$ cat config.mk
export PLATFORM = sky130hd
export DESIGN_NAME = decimal_long_division
export DESIGN_NICKNAME = d
export VERILOG_FILES = /design/src/hdl/dld_pkg.sv /design/src/hdl/dld_datapath.sv /design/src/hdl/dld_ctrl.sv /design/src/hdl/decimal_long_division.sv
export SDC_FILE = /design/constraint.sdc
export NUM_CORES = 1
export LEC_CHECK = 0
export ABC_AREA = 1
export ABC_CLOCK_PERIOD_IN_PS = 14000
export CELL_PAD_IN_SITES_DETAIL_PLACEMENT = 0
export CELL_PAD_IN_SITES_GLOBAL_PLACEMENT = 1
export CORE_ASPECT_RATIO = 1.25
export CORE_MARGIN = 2
export CORE_UTILIZATION = 49
export DETAILED_ROUTE_END_ITERATION = 7
export DONT_BUFFER_PORTS = 1
export PLACE_DENSITY_LB_ADDON = 0.1
export SLEW_MARGIN = 30
export SYNTH_ARGS = -nofsm -noshare
export SYNTH_HDL_FRONTEND = slang
export SYNTH_HIERARCHICAL = 1
export SYNTH_SLANG_ARGS = --single-unit
export TNS_END_PERCENT = 20
$ cat constraint.sdc
create_clock -name clk -period 14 [get_ports clk]
set_input_delay 0.7 -clock clk [delete_from_list [all_inputs] [get_ports clk]]
set_output_delay 0.7 -clock clk [all_outputs]
set_load 0.01 [all_outputs]
$ cat src/hdl/dld_pkg.sv
// shared constants, status codes and control/status types of the decimal divider
package dld_pkg;

  localparam int DIGIT_W      = 4;
  localparam int FIELD_W      = 36;
  localparam int FIELD_DIGITS = FIELD_W / DIGIT_W;
  localparam int DIGITS_DEF   = 9;
  localparam int BASE_DEF     = 10;

  localparam logic [1:0] STATUS_OK        = 2'd0;
  localparam logic [1:0] STATUS_DIV_ZERO  = 2'd1;
  localparam logic [1:0] STATUS_BAD_DIGIT = 2'd2;

  // commands from controller to datapath
  typedef struct packed {
    logic load;
    logic shift;
    logic sub;
    logic emit;
  } dld_cmd_t;

  // status from datapath to controller
  typedef struct packed {
    logic bad;
    logic zero;
    logic fits;
    logic last;
  } dld_stat_t;

endpackage

$ cat src/hdl/dld_datapath.sv
// operand, partial remainder and quotient registers with the digit-wise subtractor
module dld_datapath import dld_pkg::*; #(
  parameter int DIGITS = DIGITS_DEF,
  parameter int BASE   = BASE_DEF
) (
  input  logic               clk,
  input  logic [FIELD_W-1:0] dividend,
  input  logic [FIELD_W-1:0] divisor,
  input  dld_cmd_t           cmd,
  output dld_stat_t          stat,
  output logic [FIELD_W-1:0] quotient,
  output logic [FIELD_W-1:0] remainder,
  output logic [1:0]         status
);

  localparam int PW = (DIGITS > 1) ? $clog2(DIGITS) : 1;
  localparam logic [PW-1:0] LAST_POS = PW'(DIGITS - 1);
  localparam logic [DIGIT_W:0] BASE_V = (DIGIT_W + 1)'(BASE);

  logic [DIGIT_W-1:0] in_num [DIGITS];
  logic [DIGIT_W-1:0] in_den [DIGITS];

  logic [DIGIT_W-1:0] num  [DIGITS];
  logic [DIGIT_W-1:0] den  [DIGITS];
  logic [DIGIT_W-1:0] quo  [DIGITS];
  logic [DIGIT_W-1:0] part [DIGITS+1];
  logic [DIGIT_W-1:0] diff [DIGITS+1];
  logic [DIGIT_W-1:0] q;
  logic [PW-1:0]      pos;

  logic [FIELD_W-1:0] quo_pk;
  logic [FIELD_W-1:0] rem_pk;
  logic               borrow_out;

  // unpack operands; digits beyond the field read as zero
  for (genvar i = 0; i < DIGITS; i++) begin : g_unpack
    if (i < FIELD_DIGITS) begin : g_in
      assign in_num[i] = dividend[DIGIT_W*i +: DIGIT_W];
      assign in_den[i] = divisor[DIGIT_W*i +: DIGIT_W];
    end else begin : g_zero
      assign in_num[i] = '0;
      assign in_den[i] = '0;
    end
  end

  // pack results into the field
  for (genvar i = 0; i < FIELD_DIGITS; i++) begin : g_pack
    if (i < DIGITS) begin : g_dig
      assign quo_pk[DIGIT_W*i +: DIGIT_W] = quo[i];
      assign rem_pk[DIGIT_W*i +: DIGIT_W] = part[i];
    end else begin : g_zero
      assign quo_pk[DIGIT_W*i +: DIGIT_W] = '0;
      assign rem_pk[DIGIT_W*i +: DIGIT_W] = '0;
    end
  end

  // operand checks and status towards the controller
  always_comb begin
    stat.bad  = 1'b0;
    stat.zero = 1'b1;
    for (int i = 0; i < DIGITS; i++) begin
      if ({1'b0, num[i]} >= BASE_V || {1'b0, den[i]} >= BASE_V) begin
        stat.bad = 1'b1;
      end
      if (den[i] != '0) begin
        stat.zero = 1'b0;
      end
    end
    stat.fits = ~borrow_out;
    stat.last = (pos == '0);
  end

  // digit-wise subtract part - den with borrow in the working radix
  always_comb begin
    logic             brw;
    logic [DIGIT_W:0] t;
    logic [DIGIT_W-1:0] d;
    brw = 1'b0;
    for (int i = 0; i <= DIGITS; i++) begin
      d = (i < DIGITS) ? den[i] : '0;
      t = {1'b0, part[i]} - {1'b0, d} - {{DIGIT_W{1'b0}}, brw};
      if (t[DIGIT_W]) begin
        diff[i] = t[DIGIT_W-1:0] + BASE_V[DIGIT_W-1:0];
        brw = 1'b1;
      end else begin
        diff[i] = t[DIGIT_W-1:0];
        brw = 1'b0;
      end
    end
    borrow_out = brw;
  end

  always_ff @(posedge clk) begin
    if (cmd.load) begin
      num <= in_num;
      den <= in_den;
      for (int i = 0; i < DIGITS; i++) begin
        quo[i] <= '0;
      end
      for (int i = 0; i <= DIGITS; i++) begin
        part[i] <= '0;
      end
      pos <= LAST_POS;
      q   <= '0;
    end
    if (cmd.shift) begin
      for (int i = DIGITS; i > 0; i--) begin
        part[i] <= part[i-1];
      end
      part[0] <= num[pos];
      q       <= '0;
    end
    if (cmd.sub) begin
      if (~borrow_out) begin
        part <= diff;
        q    <= q + 1'b1;
      end else begin
        quo[pos] <= q;
        if (pos != '0) begin
          pos <= pos - 1'b1;
        end
      end
    end
    if (cmd.emit) begin
      if (stat.bad) begin
        quotient  <= '0;
        remainder <= '0;
        status    <= STATUS_BAD_DIGIT;
      end else if (stat.zero) begin
        quotient  <= '0;
        remainder <= '0;
        status    <= STATUS_DIV_ZERO;
      end else begin
        quotient  <= quo_pk;
        remainder <= rem_pk;
        status    <= STATUS_OK;
      end
    end
  end

endmodule

$ cat src/hdl/dld_ctrl.sv
// controller state machine sequencing the digit-serial long division
module dld_ctrl import dld_pkg::*; (
  input  logic      clk,
  input  logic      rst,
  input  logic      start,
  input  dld_stat_t stat,
  output dld_cmd_t  cmd,
  output logic      busy,
  output logic      done
);

  typedef enum logic [2:0] {
    IDLE,
    CHECK,
    SHIFT,
    SUB,
    FINISH
  } state_t;

  state_t state;

  assign busy = (state != IDLE);

  always_comb begin
    cmd.load  = (state == IDLE) && start;
    cmd.shift = (state == SHIFT);
    cmd.sub   = (state == SUB);
    cmd.emit  = (state == FINISH) || ((state == CHECK) && (stat.bad || stat.zero));
  end

  always_ff @(posedge clk) begin
    if (rst) begin
      state <= IDLE;
      done  <= 1'b0;
    end else begin
      done <= cmd.emit;
      case (state)
        IDLE: begin
          if (start) begin
            state <= CHECK;
          end
        end
        CHECK: begin
          if (stat.bad || stat.zero) begin
            state <= IDLE;
          end else begin
            state <= SHIFT;
          end
        end
        SHIFT: begin
          state <= SUB;
        end
        SUB: begin
          if (!stat.fits) begin
            state <= stat.last ? FINISH : SHIFT;
          end
        end
        FINISH: begin
          state <= IDLE;
        end
        default: begin
          state <= IDLE;
        end
      endcase
    end
  end

endmodule

$ cat src/hdl/decimal_long_division.sv
// top level of the decimal long divider: controller plus datapath
//
// channel   direction  handshake            payload
// command   in         start, busy          dividend, divisor
// result    out        done (one cycle)     quotient, remainder, status
//
// a transaction is taken when start is high and busy is low
// each transaction passes the operand check, then per digit a shift and a run of
// subtractions, then the finish step that raises done; an operand error answers
// straight from the check
// the divider has a single compare-subtract unit, one step per cycle
// the result registers hold until the next result; done lasts one cycle and
// the receiver cannot stall it; a new transaction may be taken while done is high
// rst is synchronous and returns the controller to idle with no result pending
module decimal_long_division import dld_pkg::*; #(
  parameter int DIGITS = DIGITS_DEF,
  parameter int BASE   = BASE_DEF
) (
  input  logic               clk,
  input  logic               rst,
  input  logic               start,
  output logic               busy,
  input  logic [FIELD_W-1:0] dividend,
  input  logic [FIELD_W-1:0] divisor,
  output logic               done,
  output logic [FIELD_W-1:0] quotient,
  output logic [FIELD_W-1:0] remainder,
  output logic [1:0]         status
);

  dld_cmd_t  cmd;
  dld_stat_t stat;

  // sequencer: check operands, then per digit a shift and a run of subtractions
  dld_ctrl u_ctrl (
    .clk   (clk),
    .rst   (rst),
    .start (start),
    .stat  (stat),
    .cmd   (cmd),
    .busy  (busy),
    .done  (done)
  );

  // operand registers, partial remainder and the subtractor
  dld_datapath #(
    .DIGITS (DIGITS),
    .BASE   (BASE)
  ) u_datapath (
    .clk       (clk),
    .dividend  (dividend),
    .divisor   (divisor),
    .cmd       (cmd),
    .stat      (stat),
    .quotient  (quotient),
    .remainder (remainder),
    .status    (status)
  );

endmodule

==> impl_metrics.ini, run 1 <==
[synthesis]
synth_warnings = 6
netlist.area_leader.share = 0.462
synth_cells = 1239
synth-compound-area-share = 0.0485
synth_adder_area_share = 0.101
yosys.area.top_type = edfxtp_1
synth_top_family_by_area = simple AND/OR/NAND/NOR gates
synth_seq_cells = 234
syn_area_sq_um = 11800
syn_area_per_cell_sq_um = 9.54
yosys-top-cells-area = edfxtp_1 (46%), dfxtp_1 (8.8%), nand2_1 (7.6%), ha_1 (7.2%), inv_1 (6.5%)
synth_cell_types = 38
synth_xor_area_frac = 0.00889
ys_seq_area_frac = 0.550
synth-simple-area-share = 0.209
syn_nets = 1399
synthMuxAreaShare = 0

[drt]
drt-initial-drc-count = 404
ant_nets = 0
wl_per_cell_um = 15.9
firstDrtPassIters = 5
wirelength_um = 25200
vias = 7979
drcViolationCount = 0
viasPerCell = 5.04

[clock_network]
root_buffer = clkbuf_16
cts_max_level = 1
insertion_delay_ns = 0.54
cts_hold_buf = 0
tritoncts = done
cts.sinks = 234
path_clk_slew_ns = 0.06
post_cts_buffers = 0
clockBufferDepth = 3
numCtsBuffers = 25

[critical_path]
cpPeakStageDelay_ns = 0.78
arrival_ns = 12.90
cpLargestDelayFamily = adder cells
cp_max_fo = 45
cp-start-kind = flip-flop
cp.buffers_inverters = 17
path_class = reg -> reg
cp_slowest_cell = inv_2
critPathCaptureType = flip-flop
critPathMostFrequentCell = nand2_1
timing.reg2reg.setup_slack_ns = 1.52
worstPathRequired_ns = 14.43

[pwr]
irDropWorstVdd_mv = 0.105
power_density_nw_per_um2 = 122
power_mw = 1.58
p_leak_nw = 5.36

[flow_run]
maxCapViolations = 0

[global_routing]
grt_use_total = 0.203
overflow = 0
grt_antenna_before_repair = 0
grt_max_degree = 75
grt_pass1_wl_um = 40100
grt_pass1_vias = 7698

[die]
fp.dieH_um = 178
die_w_um = 143
dieArea_sq_um = 25400
ios = 151
start_util = 0.498
core_sq_um = 23700
fp-row-count = 63

[final_layout]
mostFrequentLayoutCells = nand2_1 (238), inv_1 (204), edfxtp_1 (182)
area_growth_pct = 9.16
drive_above_1_share = 0.0723
utilization = 0.544
antenna_cells = 0
finalNetCount = 1400
final_common_cell = nand2_1
design_area_sq_um = 12900

[timing]
period_needed_ns = 12.48
slew_headroom = 0.447
hold_viol = 0
fin_worst_skew_ns = 0.0204
period_share = 0.891
clock.fmax_mhz = 80.2
rsz0062_at_grt = true
drv_slew = 0
tightest_slew_ns = 0.827
setup_violations = 0

[place]
numPortBuffers = 0
dpl_cell_area_sq_um = 12100
hpwlAfterDp_um = 18100
gp_congestion = 0.832

[outcome]
status = completed

[worst_hold_path]
hold_class = in -> reg
-- cells in the mapped netlist, drive strengths merged --
cell    number
xor2         3
a211oi       1
clkinv       6
inv        206
nor3         2
o311ai       1
a22oi        3
o221ai      10
o21ai       44
ha          68
and2         2
dfxtp       52
nand3b       9
fa          17
edfxtp     182
a221oi       6
a21oi       13
nand4        8
nand2      244
xnor2        9
o211ai       1
o22ai       15
nor2       193
buf         23
o21a         1
or2          9
nand3      104
clkbuf       7
-- state kept, by name (all words and copies together) (netlist names) --
| name | count |
|---|---|
| u_ctrl/done | 1 |
| u_ctrl/state | 3 |
| u_datapath/den | 36 |
| u_datapath/num | 36 |
| u_datapath/part | 40 |
| u_datapath/pos | 4 |
| u_datapath/q | 4 |
| u_datapath/quo | 36 |
| u_datapath/quotient | 36 |
| u_datapath/remainder | 36 |
| u_datapath/status | 2 |
-- final timing paths --
check / to / depth (start not counted) / startpoint
worst min-delay path: u_ctrl/done / 1 / rst
worst max-delay path: u_datapath/part[37] / 82 / u_datapath/den[35]
worst max register to register: u_datapath/part[37] / 82 / u_datapath/den[35]
worst min register to register: u_datapath/part[16] / 2 / u_datapath/part[20]
-- report_power, final --
group / internal, mW / total [mW] / leakage, nW / switching [mW]
Sequential: 0.783 / 0.802 / 2.19 / 0.0190
Combinational: 0.0502 / 0.143 / 2.79 / 0.0929
Clock: 0.368 / 0.631 / 0.382 / 0.264
-- stage by stage --
step	setup TNS [ns]	hold WS [ns]	instances	worst slack [ns]
2_1_floorplan	0	0.451	1239	3.46
4_1_cts	0	0.200	1584	1.38
3_3_place_gp	0	0.472	1537	1.84
5_1_grt	-0.0637	0.212	1584	-0.0637
6_report	0	0.226	1584	1.52
3_5_place_dp	0	0.475	1538	1.43
-- logic make-up after synthesis --
logic type,after synthesis
xor+xnor,12
flops,234
simple gates,571
compound gates,95
fa+ha+maj,85
buf+inv,242
-- layer usage --
layer  vias up  track usage  wire (um)
met4         0       0.0512        487
met1      3710        0.264      11100
met5         -            0          0
met2       187        0.354      12400
li1       4045            -          -
met3        37       0.0326       1150
-- what timing repair did --
| action | 4_1_cts | 5_1_grt |
|---|---|---|
| resized for setup | 0 | 1 |
| setup endpoints to repair | 0 | 19 |
| endpoints found under the hold margin | 0 | 0 |
-- final cells by class --
class                      count  area, sq um
tap                          325          407
sequential                   234         6510
fill                        2159        10800
clock inverter                 7         77.6
timing repair buffer           4         46.3
inverter                     212          796
multi-input combinational    763         4370
clock buffer                  39          708
Power figures use the tool's default switching activity.
==> run 2: changes to the inputs <==
CAP_MARGIN = 25   (was default)
CORE_UTILIZATION = 45   (was 49)
==> run 2 against run 1 <==
Critical path depth is the same. Fmax shrank 0.40%. Final cell count grew 0.95%. Largest power group unchanged. Count of clock-buffer cells in the layout shrank 8. Sequential share of layout area shrank 0.24 points. Largest cell class unchanged. Global-route usage shrank 1.4 points. Routed wire length grew 3.6%. Die area grew 8.7%. Sequential power is essentially flat. Hold slack gained 0.0040 ns.
==> impl_metrics.ini, run 2 (synthesized netlist as in run 1, its figures left out) <==
[outcome]
status = completed

[die]
die_w_um = 149
ios = 151
start_util = 0.456
core_sq_um = 25900
fp-row-count = 66
dieArea_sq_um = 27600
fp.dieH_um = 185

[critical_path]
worstPathRequired_ns = 14.43
critPathMostFrequentCell = nand2_1
cp_slowest_cell = inv_2
cpPeakStageDelay_ns = 0.79
path_class = reg -> reg
cp_max_fo = 45
cp-start-kind = flip-flop
arrival_ns = 12.96
critPathCaptureType = flip-flop

[flow_run]
maxCapViolations = 0

[timing]
setup_violations = 0
slew_headroom = 0.437
drv_slew = 0
rsz0062_at_grt = true
setup-tns-final_ns = 0
tightest_slew_ns = 0.842
clock.fmax_mhz = 79.8
fin_worst_skew_ns = 0.0181
hold_viol = 0
period_needed_ns = 12.53
period_share = 0.895

[global_routing]
grt_pass1_wl_um = 40900
grt_max_degree = 75
grt_pass1_vias = 7691
grt_antenna_before_repair = 0
overflow = 0
grt_use_total = 0.189

[clock_network]
cts_hold_buf = 0
cts.sinks = 234
insertion_delay_ns = 0.54
clockBufferDepth = 3
path_clk_slew_ns = 0.06
tritoncts = done
numCtsBuffers = 25
root_buffer = clkbuf_16
cts_max_level = 1

[drt]
drcViolationCount = 0
wl_per_cell_um = 16.3
wirelength_um = 26100
viasPerCell = 4.92
firstDrtPassIters = 5
ant_nets = 0
drt-initial-drc-count = 443
vias = 7863

[final_layout]
largest_register = u_datapath/part
antenna_cells = 0
fillers = 2469
final_common_cell = nand2_1
finalNetCount = 1400
drive_above_1_share = 0.0763
utilization = 0.500
largest_register_ffs = 40
area_growth_pct = 9.69
mostFrequentLayoutCells = nand2_1 (238), inv_1 (204), edfxtp_1 (182)

[place]
gp_congestion = 0.799
hpwlAfterDp_um = 18500
numPortBuffers = 0

[pwr]
irDropWorstVdd_mv = 0.0976
power_mw = 1.61
power_density_nw_per_um2 = 124
p_leak_nw = 5.39

[worst_hold_path]
hold_class = in -> reg
[run 2: changes by cell type in the layout (fill, tap and decap cells not counted)]
| cell | change |
|---|---|
| clkinv_2 | +4 |
| clkinv_1 | +1 |
| clkbuf_8 | -2 |
| clkinvlp_4 | -1 |
| clkinv_4 | +1 |
| clkbuf_1 | -6 |
| inv_6 | +1 |
| bufinv_16 | +2 |
[run 2: path summary, 6_finish.rpt]
check | slack (ns) | depth (start not counted) | from | to
setup / recovery | 1.47 | 82 | u_datapath/den[35] | u_datapath/part[37]
hold / removal | 0.23 | 1 | rst | u_ctrl/state[1]
setup reg to reg | 1.47 | 82 | u_datapath/den[35] | u_datapath/part[37]
hold reg to reg | 0.49 | 1 | u_datapath/q[2] | u_datapath/q[2]
[run 2: per-layer routing]
| layer | global-route usage | wire [um] | up-vias |
|---|---|---|---|
| met1 | 0.248 | 11700 | 3595 |
| met5 | 0 | 0 | - |
| met3 | 0.0357 | 1380 | 33 |
| met2 | 0.325 | 12500 | 184 |
| met4 | 0.0457 | 493 | 0 |
| li1 | - | - | 4051 |
[run 2: layout make-up]
class                           count  area, sq um  area share
Clock buffer                       31          658      0.0507
Tap cell                          340          425      0.0328
Multi-Input combinational cell    763         4370       0.337
Timing Repair Buffer                4         46.3     0.00357
Inverter                          212          796      0.0614
Sequential cell                   234         6510       0.502
Clock inverter                     15          171      0.0132
[run 2: metrics by stage]
step / area [sq um] / hold WS (ns) / cells / setup WS, ns
final: 13000 / 0.230 / 1599 / 1.47
after floorplan: 11800 / 0.451 / 1239 / 3.46
after global placement: 12100 / 0.473 / 1552 / 1.75
after global routing: 13000 / 0.208 / 1599 / -0.00414
after detailed placement: 12100 / 0.479 / 1553 / 1.33
after CTS: 13000 / 0.209 / 1599 / 1.31
[run 2: timing repair]
item	CTS	global route
endpoints found under the setup margin	0	14
hold endpoints to repair	0	0
setup buffers	0	0
gates resized for setup	0	1
[run 2: critical path, delay by kind of cell (launching register included)]
kind | cells | cell delay, ns
AND/OR/NAND/NOR | 42 | 4.03
AO/OA/AOI/OAI | 4 | 0.60
flip-flops | 1 | 0.37
buffers and inverters | 17 | 1.82
adder cells (fa/ha/maj) | 19 | 5.56
[run 2: report_power, final]
group | switching [mW] | internal [mW]
combinational | 0.0932 | 0.0504
clock | 0.276 | 0.392
sequential | 0.0194 | 0.783
total | 0.389 | 1.23
